## config.mk

```make
export PLATFORM = sky130hd
export DESIGN_NAME = tape_block_deframer
export DESIGN_NICKNAME = d
export VERILOG_FILES = /design/src/hdl/tbd_pkg.sv /design/src/hdl/tbd_front.sv /design/src/hdl/tbd_queue.sv /design/src/hdl/tbd_back.sv /design/src/hdl/tape_block_deframer.sv
export SDC_FILE = /design/constraint.sdc
export NUM_CORES = 1
export LEC_CHECK = 0
export BUFFER_PORTS_ARGS = -buffer_cell sky130_fd_sc_hd__buf_2
export CORE_MARGIN = 4
export CORE_UTILIZATION = 37
export DETAILED_ROUTE_END_ITERATION = 16
export PLACE_DENSITY = 0.57
export SETUP_SLACK_MARGIN = 0.1
export SLEW_MARGIN = 20
export SYNTH_ARGS = -nofsm -noshare
export SYNTH_HDL_FRONTEND = slang
export SYNTH_SLANG_ARGS = --single-unit
```

## constraint.sdc

```tcl
create_clock -name aclk -period 7.1 [get_ports aclk]
set_input_delay 0.71 -clock aclk [delete_from_list [all_inputs] [get_ports aclk]]
set_output_delay 0.71 -clock aclk [all_outputs]
set_load 0.01 [all_outputs]
```

## src/hdl/tbd_pkg.sv

```systemverilog
// Shared types and constants for the tape block deframer.
package tbd_pkg;

    localparam int BLOCK_LIMIT_DEF = 256;
    localparam int MAX_FILES_DEF   = 16;
    localparam int QUEUE_DEPTH_DEF = 4;

    localparam logic [7:0]  FLAG_HEADER     = 8'h00;
    localparam logic [7:0]  FLAG_DATA       = 8'hFF;
    localparam logic [7:0]  TYPE_PROGRAM    = 8'd0;
    localparam logic [7:0]  TYPE_CODE       = 8'd3;
    localparam logic [15:0] PROG_START_ADDR = 16'h5CCB;
    localparam logic [15:0] HEADER_MIN      = 16'd17;
    localparam logic [15:0] LEN_OVERHEAD    = 16'd2;

    localparam logic KIND_BLOCK   = 1'b0;
    localparam logic KIND_SUMMARY = 1'b1;

    localparam logic [1:0] OUT_SINGLE  = 2'd0;
    localparam logic [1:0] OUT_ARCHIVE = 2'd1;
    localparam logic [1:0] OUT_NONE    = 2'd2;
    localparam logic [1:0] OUT_SHORT   = 2'd3;

    // One queue entry: what a single accepted byte asks the back end to emit.
    typedef struct packed {
        logic        has_block;
        logic        has_summary;
        logic [7:0]  flag;
        logic [15:0] payload_len;
        logic        checksum_ok;
        logic        header_valid;
        logic [7:0]  header_type;
        logic        loadable;
        logic [15:0] start_address;
        logic [15:0] end_address;
        logic [1:0]  outcome;
    } tbd_entry_t;

endpackage

```

## src/hdl/tbd_front.sv

```systemverilog
// Front end: byte acceptance, block deframing and header/data pairing.
module tbd_front #(
    parameter int BLOCK_LIMIT = tbd_pkg::BLOCK_LIMIT_DEF,
    parameter int MAX_FILES   = tbd_pkg::MAX_FILES_DEF
) (
    input  logic                             aclk,
    input  logic                             aresetn,
    input  logic                             s_valid,
    output logic                             s_ready,
    input  logic [7:0]                       s_data_byte,
    input  logic                             s_last_byte,
    input  logic                             q_full,
    output logic                             q_push,
    output tbd_pkg::tbd_entry_t              q_entry,
    output logic [$clog2(MAX_FILES+1)-1:0]   q_count
);

    localparam int FILE_W  = $clog2(MAX_FILES + 1);
    localparam int BLOCK_W = $clog2(BLOCK_LIMIT + 1);

    typedef enum logic [1:0] {PH_LEN_LO, PH_LEN_HI, PH_BODY} phase_t;

    phase_t              phase_reg;
    logic [15:0]         len_reg;
    logic [15:0]         pos_reg;
    logic [7:0]          xor_reg;
    logic [7:0]          flag_reg;
    logic [7:0]          type_reg;
    logic [15:0]         param_reg;
    logic                prior_hv_reg;
    logic [7:0]          prior_type_reg;
    logic [15:0]         prior_param_reg;
    logic [BLOCK_W-1:0]  blocks_reg;
    logic [FILE_W-1:0]   files_reg;
    logic                stopped_reg;

    logic                accept;
    logic [7:0]          flag_next;
    logic [7:0]          type_next;
    logic [15:0]         param_next;
    logic [7:0]          xor_next;
    logic [15:0]         len_next;
    logic                block_done;
    logic [15:0]         psize;
    logic                hv;
    logic                loadable;
    logic [15:0]         start_addr;
    logic [FILE_W-1:0]   files_next;
    logic [BLOCK_W-1:0]  blocks_next;
    logic [1:0]          outcome;

    assign s_ready = !q_full;
    assign accept  = s_valid && s_ready;

    always_comb begin
        flag_next  = flag_reg;
        type_next  = type_reg;
        param_next = param_reg;
        if (pos_reg == 16'd0) begin
            flag_next = s_data_byte;
        end else if (pos_reg == 16'd1) begin
            type_next = s_data_byte;
        end else if (pos_reg == 16'd14) begin
            param_next = {param_reg[15:8], s_data_byte};
        end else if (pos_reg == 16'd15) begin
            param_next = {s_data_byte, param_reg[7:0]};
        end
        xor_next = xor_reg ^ s_data_byte;
        len_next = {s_data_byte, len_reg[7:0]};

        block_done = !stopped_reg && (phase_reg == PH_BODY)
                     && (({1'b0, pos_reg} + 17'd1) >= {1'b0, len_reg});
        psize = (len_reg >= tbd_pkg::LEN_OVERHEAD) ? len_reg - tbd_pkg::LEN_OVERHEAD : 16'd0;
        hv    = (flag_next == tbd_pkg::FLAG_HEADER) && (psize >= tbd_pkg::HEADER_MIN);

        loadable = block_done && prior_hv_reg && (flag_next == tbd_pkg::FLAG_DATA)
                   && ((prior_type_reg == tbd_pkg::TYPE_CODE)
                       || (prior_type_reg == tbd_pkg::TYPE_PROGRAM))
                   && (psize != 16'd0) && (files_reg < FILE_W'(MAX_FILES));
        if (!loadable) begin
            start_addr = 16'd0;
        end else if (prior_type_reg == tbd_pkg::TYPE_CODE) begin
            start_addr = prior_param_reg;
        end else begin
            start_addr = tbd_pkg::PROG_START_ADDR;
        end

        files_next  = files_reg + FILE_W'(loadable);
        blocks_next = blocks_reg + BLOCK_W'(block_done);

        if (blocks_next < BLOCK_W'(2)) begin
            outcome = tbd_pkg::OUT_SHORT;
        end else if (files_next == '0) begin
            outcome = tbd_pkg::OUT_NONE;
        end else if (files_next == FILE_W'(1)) begin
            outcome = tbd_pkg::OUT_SINGLE;
        end else begin
            outcome = tbd_pkg::OUT_ARCHIVE;
        end
    end

    assign q_push                = accept && (block_done || s_last_byte);
    assign q_count               = files_next;
    assign q_entry.has_block     = block_done;
    assign q_entry.has_summary   = s_last_byte;
    assign q_entry.flag          = flag_next;
    assign q_entry.payload_len   = psize;
    assign q_entry.checksum_ok   = (xor_next == 8'd0);
    assign q_entry.header_valid  = hv;
    assign q_entry.header_type   = hv ? type_next : 8'd0;
    assign q_entry.loadable      = loadable;
    assign q_entry.start_address = start_addr;
    assign q_entry.end_address   = loadable ? start_addr + psize : 16'd0;
    assign q_entry.outcome       = outcome;

    always_ff @(posedge aclk) begin
        if (!aresetn || (accept && s_last_byte)) begin
            // the last byte of an image returns everything to the start state
            phase_reg       <= PH_LEN_LO;
            stopped_reg     <= 1'b0;
            prior_hv_reg    <= 1'b0;
            prior_type_reg  <= 8'd0;
            prior_param_reg <= 16'd0;
            blocks_reg      <= '0;
            files_reg       <= '0;
            len_reg         <= 16'd0;
            pos_reg         <= 16'd0;
            xor_reg         <= 8'd0;
            flag_reg        <= 8'd0;
            type_reg        <= 8'd0;
            param_reg       <= 16'd0;
        end else if (accept && !stopped_reg) begin
            case (phase_reg)
                PH_LEN_LO: begin
                    len_reg   <= {8'd0, s_data_byte};
                    phase_reg <= PH_LEN_HI;
                end
                PH_LEN_HI: begin
                    len_reg <= len_next;
                    if (len_next == 16'd0) begin
                        stopped_reg <= 1'b1;
                        phase_reg   <= PH_LEN_LO;
                    end else begin
                        phase_reg <= PH_BODY;
                        pos_reg   <= 16'd0;
                        xor_reg   <= 8'd0;
                        flag_reg  <= 8'd0;
                        type_reg  <= 8'd0;
                        param_reg <= 16'd0;
                    end
                end
                PH_BODY: begin
                    xor_reg   <= xor_next;
                    flag_reg  <= flag_next;
                    type_reg  <= type_next;
                    param_reg <= param_next;
                    if (block_done) begin
                        prior_hv_reg    <= hv;
                        prior_type_reg  <= type_next;
                        prior_param_reg <= param_next;
                        files_reg       <= files_next;
                        blocks_reg      <= blocks_next;
                        if (blocks_next >= BLOCK_W'(BLOCK_LIMIT)) begin
                            stopped_reg <= 1'b1;
                        end
                        phase_reg <= PH_LEN_LO;
                    end else begin
                        pos_reg <= pos_reg + 16'd1;
                    end
                end
                default: begin
                    phase_reg <= PH_LEN_LO;
                end
            endcase
        end
    end

endmodule

```

## src/hdl/tbd_queue.sv

```systemverilog
// Short queue of requests between the front end and the result stage.
module tbd_queue #(
    parameter int DEPTH = tbd_pkg::QUEUE_DEPTH_DEF,
    parameter int CNT_W = $clog2(tbd_pkg::MAX_FILES_DEF + 1)
) (
    input  logic                  aclk,
    input  logic                  aresetn,
    input  logic                  push,
    input  tbd_pkg::tbd_entry_t   push_entry,
    input  logic [CNT_W-1:0]      push_count,
    output logic                  full,
    input  logic                  pop,
    output logic                  empty,
    output tbd_pkg::tbd_entry_t   head_entry,
    output logic [CNT_W-1:0]      head_count
);

    localparam int PTR_W = (DEPTH > 1) ? $clog2(DEPTH) : 1;
    localparam int OCC_W = $clog2(DEPTH + 1);

    tbd_pkg::tbd_entry_t entry_mem [DEPTH];
    logic [CNT_W-1:0]    count_mem [DEPTH];
    logic [PTR_W-1:0]    wr_ptr_reg;
    logic [PTR_W-1:0]    rd_ptr_reg;
    logic [OCC_W-1:0]    occ_reg;
    logic                do_push;
    logic                do_pop;

    assign full       = (occ_reg == OCC_W'(DEPTH));
    assign empty      = (occ_reg == '0);
    assign do_push    = push && !full;
    assign do_pop     = pop && !empty;
    assign head_entry = entry_mem[rd_ptr_reg];
    assign head_count = count_mem[rd_ptr_reg];

    always_ff @(posedge aclk) begin
        if (do_push) begin
            entry_mem[wr_ptr_reg] <= push_entry;
            count_mem[wr_ptr_reg] <= push_count;
        end
    end

    always_ff @(posedge aclk) begin
        if (!aresetn) begin
            wr_ptr_reg <= '0;
            rd_ptr_reg <= '0;
            occ_reg    <= '0;
        end else begin
            if (do_push) begin
                wr_ptr_reg <= (wr_ptr_reg == PTR_W'(DEPTH - 1)) ? '0 : wr_ptr_reg + PTR_W'(1);
            end
            if (do_pop) begin
                rd_ptr_reg <= (rd_ptr_reg == PTR_W'(DEPTH - 1)) ? '0 : rd_ptr_reg + PTR_W'(1);
            end
            if (do_push && !do_pop) begin
                occ_reg <= occ_reg + OCC_W'(1);
            end else if (do_pop && !do_push) begin
                occ_reg <= occ_reg - OCC_W'(1);
            end
        end
    end

endmodule

```

## src/hdl/tbd_back.sv

```systemverilog
// Result stage: expands queued requests into block and summary records.
module tbd_back #(
    parameter int CNT_W = $clog2(tbd_pkg::MAX_FILES_DEF + 1)
) (
    input  logic                 aclk,
    input  logic                 aresetn,
    input  logic                 q_empty,
    input  tbd_pkg::tbd_entry_t  q_entry,
    input  logic [CNT_W-1:0]     q_count,
    output logic                 q_pop,
    output logic                 m_valid,
    input  logic                 m_ready,
    output logic                 m_record_kind,
    output logic [7:0]           m_block_flag,
    output logic [15:0]          m_payload_len,
    output logic                 m_checksum_ok,
    output logic                 m_header_valid,
    output logic [7:0]           m_header_type,
    output logic                 m_loadable,
    output logic [15:0]          m_start_address,
    output logic [15:0]          m_end_address,
    output logic [CNT_W-1:0]     m_file_count,
    output logic [1:0]           m_outcome,
    output logic                 m_last
);

    logic             valid_reg;
    logic             sum_pend_reg;
    logic [CNT_W-1:0] sum_count_reg;
    logic [1:0]       sum_outcome_reg;
    logic             load;

    assign load    = !valid_reg || m_ready;
    assign q_pop   = load && !sum_pend_reg && !q_empty;
    assign m_valid = valid_reg;

    always_ff @(posedge aclk) begin
        if (!aresetn) begin
            valid_reg    <= 1'b0;
            sum_pend_reg <= 1'b0;
        end else if (load) begin
            if (sum_pend_reg) begin
                valid_reg    <= 1'b1;
                sum_pend_reg <= 1'b0;
            end else if (!q_empty) begin
                valid_reg    <= 1'b1;
                // a block closed by the last byte is followed by the summary
                sum_pend_reg <= q_entry.has_block && q_entry.has_summary;
            end else begin
                valid_reg <= 1'b0;
            end
        end
    end

    always_ff @(posedge aclk) begin
        if (load) begin
            if (sum_pend_reg || (!q_empty && !q_entry.has_block)) begin
                m_record_kind   <= tbd_pkg::KIND_SUMMARY;
                m_block_flag    <= 8'd0;
                m_payload_len   <= 16'd0;
                m_checksum_ok   <= 1'b0;
                m_header_valid  <= 1'b0;
                m_header_type   <= 8'd0;
                m_loadable      <= 1'b0;
                m_start_address <= 16'd0;
                m_end_address   <= 16'd0;
                m_file_count    <= sum_pend_reg ? sum_count_reg : q_count;
                m_outcome       <= sum_pend_reg ? sum_outcome_reg : q_entry.outcome;
                m_last          <= 1'b1;
            end else if (!q_empty) begin
                m_record_kind   <= tbd_pkg::KIND_BLOCK;
                m_block_flag    <= q_entry.flag;
                m_payload_len   <= q_entry.payload_len;
                m_checksum_ok   <= q_entry.checksum_ok;
                m_header_valid  <= q_entry.header_valid;
                m_header_type   <= q_entry.header_type;
                m_loadable      <= q_entry.loadable;
                m_start_address <= q_entry.start_address;
                m_end_address   <= q_entry.end_address;
                m_file_count    <= q_count;
                m_outcome       <= tbd_pkg::OUT_SINGLE;
                m_last          <= !q_entry.has_summary;
                sum_count_reg   <= q_count;
                sum_outcome_reg <= q_entry.outcome;
            end
        end
    end

endmodule

```

## src/hdl/tape_block_deframer.sv

```systemverilog
// Tape block deframer: takes one image byte per cycle while the queue has room, and
// emits a record per completed block, plus a summary record on the byte marked last.
// Every cycle a byte can be accepted while the queue between the deframing front end
// and the result register has room; a last byte that also closes a block yields two
// records, which the result stage delivers one after the other. A byte's request is
// written into the queue and from there loaded into the result register.
module tape_block_deframer #(
    parameter int BLOCK_LIMIT = tbd_pkg::BLOCK_LIMIT_DEF,
    parameter int MAX_FILES   = tbd_pkg::MAX_FILES_DEF,
    parameter int QUEUE_DEPTH = tbd_pkg::QUEUE_DEPTH_DEF
) (
    input  logic                            aclk,
    input  logic                            aresetn,
    input  logic                            s_valid,
    output logic                            s_ready,
    input  logic [7:0]                      s_data_byte,
    input  logic                            s_last_byte,
    output logic                            m_valid,
    input  logic                            m_ready,
    output logic                            m_record_kind,
    output logic [7:0]                      m_block_flag,
    output logic [15:0]                     m_payload_len,
    output logic                            m_checksum_ok,
    output logic                            m_header_valid,
    output logic [7:0]                      m_header_type,
    output logic                            m_loadable,
    output logic [15:0]                     m_start_address,
    output logic [15:0]                     m_end_address,
    output logic [$clog2(MAX_FILES+1)-1:0]  m_file_count,
    output logic [1:0]                      m_outcome,
    output logic                            m_last
);

    localparam int CNT_W = $clog2(MAX_FILES + 1);

    logic                 q_full;
    logic                 q_push;
    logic                 q_empty;
    logic                 q_pop;
    tbd_pkg::tbd_entry_t  push_entry;
    tbd_pkg::tbd_entry_t  head_entry;
    logic [CNT_W-1:0]     push_count;
    logic [CNT_W-1:0]     head_count;

    tbd_front #(
        .BLOCK_LIMIT (BLOCK_LIMIT),
        .MAX_FILES   (MAX_FILES)
    ) u_front (
        .aclk        (aclk),
        .aresetn     (aresetn),
        .s_valid     (s_valid),
        .s_ready     (s_ready),
        .s_data_byte (s_data_byte),
        .s_last_byte (s_last_byte),
        .q_full      (q_full),
        .q_push      (q_push),
        .q_entry     (push_entry),
        .q_count     (push_count)
    );

    tbd_queue #(
        .DEPTH (QUEUE_DEPTH),
        .CNT_W (CNT_W)
    ) u_queue (
        .aclk       (aclk),
        .aresetn    (aresetn),
        .push       (q_push),
        .push_entry (push_entry),
        .push_count (push_count),
        .full       (q_full),
        .pop        (q_pop),
        .empty      (q_empty),
        .head_entry (head_entry),
        .head_count (head_count)
    );

    tbd_back #(
        .CNT_W (CNT_W)
    ) u_back (
        .aclk            (aclk),
        .aresetn         (aresetn),
        .q_empty         (q_empty),
        .q_entry         (head_entry),
        .q_count         (head_count),
        .q_pop           (q_pop),
        .m_valid         (m_valid),
        .m_ready         (m_ready),
        .m_record_kind   (m_record_kind),
        .m_block_flag    (m_block_flag),
        .m_payload_len   (m_payload_len),
        .m_checksum_ok   (m_checksum_ok),
        .m_header_valid  (m_header_valid),
        .m_header_type   (m_header_type),
        .m_loadable      (m_loadable),
        .m_start_address (m_start_address),
        .m_end_address   (m_end_address),
        .m_file_count    (m_file_count),
        .m_outcome       (m_outcome),
        .m_last          (m_last)
    );

endmodule
```

==> results of run 1 <==
worst min-delay path by stage:
| stage | depth (start not counted) | endpoint | slack, ns |
|---|---|---|---|
| after floorplan | 2 | u_front.prior_hv_reg$_SDFFE_PP0P_ | 0.44 |
| after global placement | 2 | u_front.prior_hv_reg$_SDFFE_PP0P_ | 0.45 |
| after detailed placement | 2 | u_front.prior_hv_reg$_SDFFE_PP0P_ | 0.46 |
| after CTS | 4 | u_back.m_valid$_SDFFE_PN0N_ | 0.43 |
| after global routing | 1 | u_queue.entry_mem[2][69]$_DFFE_PP_ | 0.45 |
| final | 4 | u_back.m_valid$_SDFFE_PN0N_ | 0.45 |
worst max-delay path, stage by stage (launching register included):
cell,delay (ns)
dfxtp_1,0.48
ha_1,0.27
and4_4,0.26
or3b_4,0.41
and2_1,0.18
or2_2,0.29
ha_1,0.29
nand4_1,0.10
nor2_1,0.08
a221o_1,0.36
a211oi_4,0.50
a21boi_4,0.19
nand3_2,0.15
buf_4,0.27
nor2_1,0.16
ha_1,0.25
fa_1,0.41
a21oi_1,0.24
o211ai_1,0.20
a311oi_1,0.35
nor3_1,0.12
o21a_1,0.19
o311a_1,0.33
power by group through the flow:
stage / clock network, mW / logic, mW / registers, mW
6_report: 2.74 / 2.24 / 4.03
5_1_grt: 2.94 / 2.47 / 4.08
4_1_cts: 2.82 / 2.31 / 4.05
3_5_place_dp: 0 / 2.30 / 4.11
3_3_place_gp: 0 / 2.29 / 4.10
2_1_floorplan: 0 / 1.46 / 4.14
placed cells by master (no fill, tap or decap), types with 15 or more instances in the layout:
cell type  synthesis  layout
clkbuf_16          0      57
a21oi_1           49      49
nand2_1           79      78
a211oi_2          24      24
buf_4              4      15
nor2_1           152     151
xor2_1            16      16
nor2b_1           79      79
mux4_2            76      76
buf_2             22      90
mux2i_1           37      37
ha_1              50      50
inv_1             44      44
and3_1            19      19
o21ai_0           26      25
a32oi_1           24      24
nand3_1           33      33
dfxtp_1          125     123
edfxtp_1         387     387
xnor2_1           30      30
nor3_1            15      15
nand2b_1          15      15
area by class of cell:
| class | instances | area share (%) |
|---|---|---|
| clock buffers | 74 | 6.08 |
| clock inverters | 26 | 0.836 |
| inverters | 46 | 0.690 |
| multi-input cells | 916 | 29.7 |
| flip-flops and latches | 512 | 56.5 |
| well taps | 773 | 3.87 |
| repair buffers | 106 | 2.30 |
synth_stat cells (24+ instances only):
cell type  instances  area [um2]
o21ai_0           26         130
inv_1             44         165
a211oi_2          24         300
nor2b_1           79         494
a21oi_1           49         245
edfxtp_1         387       11600
nor2_1           152         571
clkbuf_1          41         154
mux2i_1           37         370
dfxtp_1          125        2500
nand3_1           33         165
ha_1              50         626
nand2_1           79         297
xnor2_1           30         263
a32oi_1           24         210
mux4_2            76        1710
metal layers:
metal  GRT usage, %  up-vias  part of all wire [%]
met5              0        -                  0.12
met4           5.06        8                   2.8
met3           2.81       90                   4.6
met2           27.0      267                    50
met1           20.5     6520                    43
li1               -     6029                     -
cells by family (layout without fill, tap and decap cells):
logic type | Yosys count | count (layout) | synth area share [%]
multiplexers | 128 | 128 | 10.2
flip-flops | 512 | 512 | 63.9
AO/OA/AOI/OAI | 210 | 210 | 7.12
XOR/XNOR | 46 | 46 | 1.82
AND/OR/NAND/NOR | 480 | 480 | 11.3
buffers and inverters | 130 | 252 | 2.61
adder cells (fa/ha/maj) | 52 | 52 | 3.01
stage by stage:
step           cells  hold WS [ns]
6_report        2453         0.451
5_1_grt         2453         0.453
4_1_cts         2453         0.425
3_5_place_dp    2353         0.462
3_3_place_gp    2353         0.451
2_1_floorplan   1558         0.441
==> results.txt, run 1 <==
Power Total = 9.02 mW
Hold Path Origin = m_ready
ANT cells = 0
Reg power frac = 44.7%
max reg flops = 284
Post-DP Area = 23300 um2
fin crit share = 89.5%
total CTS buffers = 54
DP HPWL = 32600 um
Post-Syn Nets = 1623
Max Slew Vio Count = 0
area of the multi-input gates = 7430 um2
Sinks on Clock Net = 512
drt wl/cell = 20.6 um
Leakage = 8.78 nW
Worst R2R Setup Slack = 0.74 ns
sequential share of the synthesized area = 63.9%
worst setup margin = 0.745 ns
antenna viol nets, final = 0
WL final = 50500 um
pre-CTS setup slack = 0.783 ns
Synth Cell Area = 22100 um2
Arrival @ worst endpoint = 6.68 ns
CTS tree = yes
Synth Flop Type = edfxtp_1
largest net degree at the start of global routing = 92
H-tree depth = 2
worst setup path startpoint = u_front.pos_reg[0]$_SDFFE_PP0P_
Startpoint Class = flop
Net count, final = 1701
# IOs = 91
Max-Slew Margin vs Limit = 30.6%
FF-to-FF Start = u_front.pos_reg[0]$_SDFFE_PP0P_
Clock Power Share = 30.4%
Area Growth Syn to Fin = 13.2%
synthesized area per cell = 14.2 um2
Pwr Density = 361 nW/um2
worst clock skew = 0.0233 ns
Worst Path Required = 7.43 ns
Net Sw Power = 2.68 mW
Worst Max-Slew Pin Slew = 1.04 ns
top flop regs = u_queue.entry_mem x284, u_queue.count_mem x20
capturing point of the worst reg2reg path = u_queue.entry_mem[1][16]$_DFFE_PP_
MaxCap Viol Count = 0
CP Capture Point = u_queue.entry_mem[1][16]$_DFFE_PP_
fill cell count = 5303
worst skew pair latency = 0.60 ns
grt ovf = 0
initial antenna violation count = 4
I/O Buffers = 90
Peak VDD IR = 0.201 mV
CTS Buffer Depth = 3
drt first pass iters = 6
Die W = 252 um
Yosys Warn Count = 0
routability cong. = 0.885
Clock Tree Root = clkbuf_16
outcome = complete, no violations
# setup viols final = 0
initial core utilization = 37.4%
DRC = 0
synth unique cells = 81
FF+latch count, synth = 512
Async S/R FF share, synth = 0%
via count = 12900
core area = 59000 um2
Pint = 6.34 mW
cell count after synthesis = 1558
CP Class = flop to flop
Post-CTS Setup Inserts = 0
Tmin final = 6.36 ns
DR vias/cell = 5.26
worst-path fanout max = 22
Final Util = 42.4%
Final Hold Fails = 0
Comb power frac = 24.9%
setup_tns = 0 ns
Hold/Removal Path Class = input port to flop
Switching Share = 29.7%
Max Fclk = 157 MHz
FF/Latch Area = 14100 um2
FP Rows = 89
Post-synth EDFFs = 387
fraction of layout cells with a size suffix above 1 = 20.2%
r2r worst-path depth = 22
CP endpoint kind = flop
Die Footprint = 63700 um2
GRT Total Usage = 15.8%
Largest Register = u_queue.entry_mem
clk slew on worst S/H paths = 0.06 ns
vias in the first global route = 13200
hold_buf cts = 0
Initial DRC Count = 784
post-route cell area = 25000 um2
RSZ-0062 raised after global routing = no
PostCTS Resize Cnt = 0
Die Y = 252 um
first-pass GRT wire length = 78200 um
Note: power is estimated with default switching activity, not from simulation.
==> run 2: changes to the inputs <==
Settings changed: ABC_AREA set to 1.
==> run 2 against run 1 <==
  * Cell area grew 0.16%
  * Largest cell class unchanged
  * Sequential share of layout area shrank 0.098 points
  * Register-to-register slack gained 0.68 ns
  * Sequential power grew 1%
  * Synthesized area is essentially flat
  * Largest power group unchanged
  * Synthesized cell count grew 36%
==> results.txt, run 2 <==
worst clock skew = 0.0245 ns
Net count, final = 2261
largest net degree at the start of global routing = 99
CTS Buffer Depth = 3
outcome = complete, no violations
Leakage = 9.27 nW
Synth area leader = edfxtp_1
clk slew on worst S/H paths = 0.06 ns
I/O Buffers = 90
most common cell after layout, fill and taps aside = nor2_1
# IOs = 91
Max Fclk = 176 MHz
worst setup margin = 1.43 ns
Tmin final = 5.67 ns
drt first pass iters = 5
Post-CTS Setup Inserts = 0
top flop regs = u_queue.entry_mem x284, u_queue.count_mem x20
Cells after DPL = 2913
DRC = 0
H-tree depth = 2
area of the multi-input gates = 6950 um2
Startpoint Class = flop
fill cell count = 5590
Die Footprint = 63600 um2
Worst Path Required = 7.54 ns
Synth Flop Type = edfxtp_1
PostCTS Resize Cnt = 0
Max-Slew Margin vs Limit = 25.9%
initial antenna violation count = 0
DR vias/cell = 5.04
antenna viol nets, final = 0
sequential share of the synthesized area = 64.0%
Post-synth EDFFs = 387
total CTS buffers = 54
Yosys Warn Count = 0
worst skew pair latency = 0.59 ns
FF+latch count, synth = 512
Arrival @ worst endpoint = 6.11 ns
Synth top cells by count = 416 x nor2_1, 387 x edfxtp_1, 229 x o21ai_0
CTS tree = yes
core area = 59000 um2
# setup viols final = 0
vias in the first global route = 14700
DP HPWL = 34100 um
Largest Register = u_queue.entry_mem
CP Class = flop to flop
routability cong. = 0.858
Peak VDD IR = 0.237 mV
Largest stage delay, worst path = 0.47 ns
fin crit share = 79.9%
Die W = 252 um
ANT cells = 0
Sinks on Clock Net = 512
synthesized area per cell = 10.4 um2
Synth top area share = 52.7%
slowest cell on the critical path = nor3_1
Die Y = 252 um
Area Growth Syn to Fin = 13.5%
Initial DRC Count = 1086
Worst R2R Setup Slack = 1.43 ns
RSZ-0062 raised after global routing = no
most frequent cell after synthesis = nor2_1
max reg flops = 284
Final Hold Fails = 0
Final Util = 42.4%
Synth Cell Area = 22100 um2
GRT Total Usage = 16.6%
hold_buf cts = 0
FF/Latch Area = 14100 um2
Async S/R FF share, synth = 0%
via count = 15200
initial core utilization = 37.4%
CP endpoint kind = flop
FP Rows = 89
non-filler cells, final = 3014
cell count after synthesis = 2126
Pwr Density = 377 nW/um2
most frequent cells in the layout = 412 x nor2_1, 387 x edfxtp_1, 229 x o21ai_0
Worst Max-Slew Pin Slew = 1.11 ns
worst-path fanout max = 28
Hold/Removal Path Class = input port to flop
ranking of synthesized cells by area = edfxtp_1 53%, dfxtp_1 11%, nor2_1 7.1%
WL final = 53500 um
Clock Tree Root = clkbuf_16
grt ovf = 0
first-pass GRT wire length = 83400 um
MaxCap Viol Count = 0
most frequent CP cell = nand3_1
Max Slew Vio Count = 0
fraction of layout cells with a size suffix above 1 = 11.6%
drt wl/cell = 17.8 um
Post-Syn Nets = 2191
pre-CTS setup slack = 1.53 ns
setup_tns = 0 ns
synth unique cells = 55
[run 2: logic make-up after synthesis]
family	share of synthesized area [%]
compound gates	11.9
fa+ha+maj	3.02
simple gates	14.5
buf+inv	4.68
flops	64.0
xor+xnor	1.51
mux	0.363
[run 2: final timing paths]
kind / endpoint / cells after the start / start
hold / removal: u_queue.entry_mem[3][69]$_DFFE_PP_ / 1 / s_last_byte
hold reg to reg: u_front.prior_type_reg[7]$_SDFFE_PP0P_ / 2 / u_front.prior_type_reg[7]$_SDFFE_PP0P_
setup reg to reg: u_queue.entry_mem[1][13]$_DFFE_PP_ / 28 / u_front.pos_reg[2]$_SDFFE_PP0P_
setup / recovery: u_queue.entry_mem[1][13]$_DFFE_PP_ / 28 / u_front.pos_reg[2]$_SDFFE_PP0P_
[run 2: critical path: cells and delay by family (launching register included)]
kind | cells | cell delay [ns]
AOI/OAI and AO/OA | 8 | 1.51
DFF | 1 | 0.43
and+or+nand+nor | 16 | 2.69
xor gates and xnor gates | 1 | 0.16
buffers and inverters | 1 | 0.06
adders and majority gates | 2 | 0.68
[run 2: final cells by class]
| cell class | instances | area share (%) |
|---|---|---|
| inverter | 165 | 2.49 |
| tap | 773 | 3.86 |
| sequential | 512 | 56.4 |
| clock buffer | 78 | 6.12 |
| timing repair buffer | 110 | 2.75 |
| multi-input combinational | 1353 | 27.8 |
| clock inverter | 23 | 0.609 |
[run 2: report_power, final]
group / total (mW) / switching, mW / internal [mW]
sequential: 4.09 / 0.175 / 3.92
clock: 2.65 / 1.12 / 1.53
combinational: 2.70 / 1.96 / 0.739
total: 9.44 / 3.26 / 6.19
[run 2: routing by layer]
layer  part of all wire, %  track usage (%)
met5                     0                0
met1                    45             22.2
met2                    48             27.8
met4                   2.4             4.62
met3                   4.8             2.91
[run 2: stage by stage]
stage / power [mW] / hold slack (ns) / instance area [um2]
2_1_floorplan: 5.89 / 0.429 / 22100
3_3_place_gp: 6.85 / 0.442 / 23400
3_5_place_dp: 6.90 / 0.448 / 23400
4_1_cts: 9.58 / 0.330 / 25000
5_1_grt: 10.0 / 0.352 / 25000
6_report: 9.44 / 0.367 / 25000
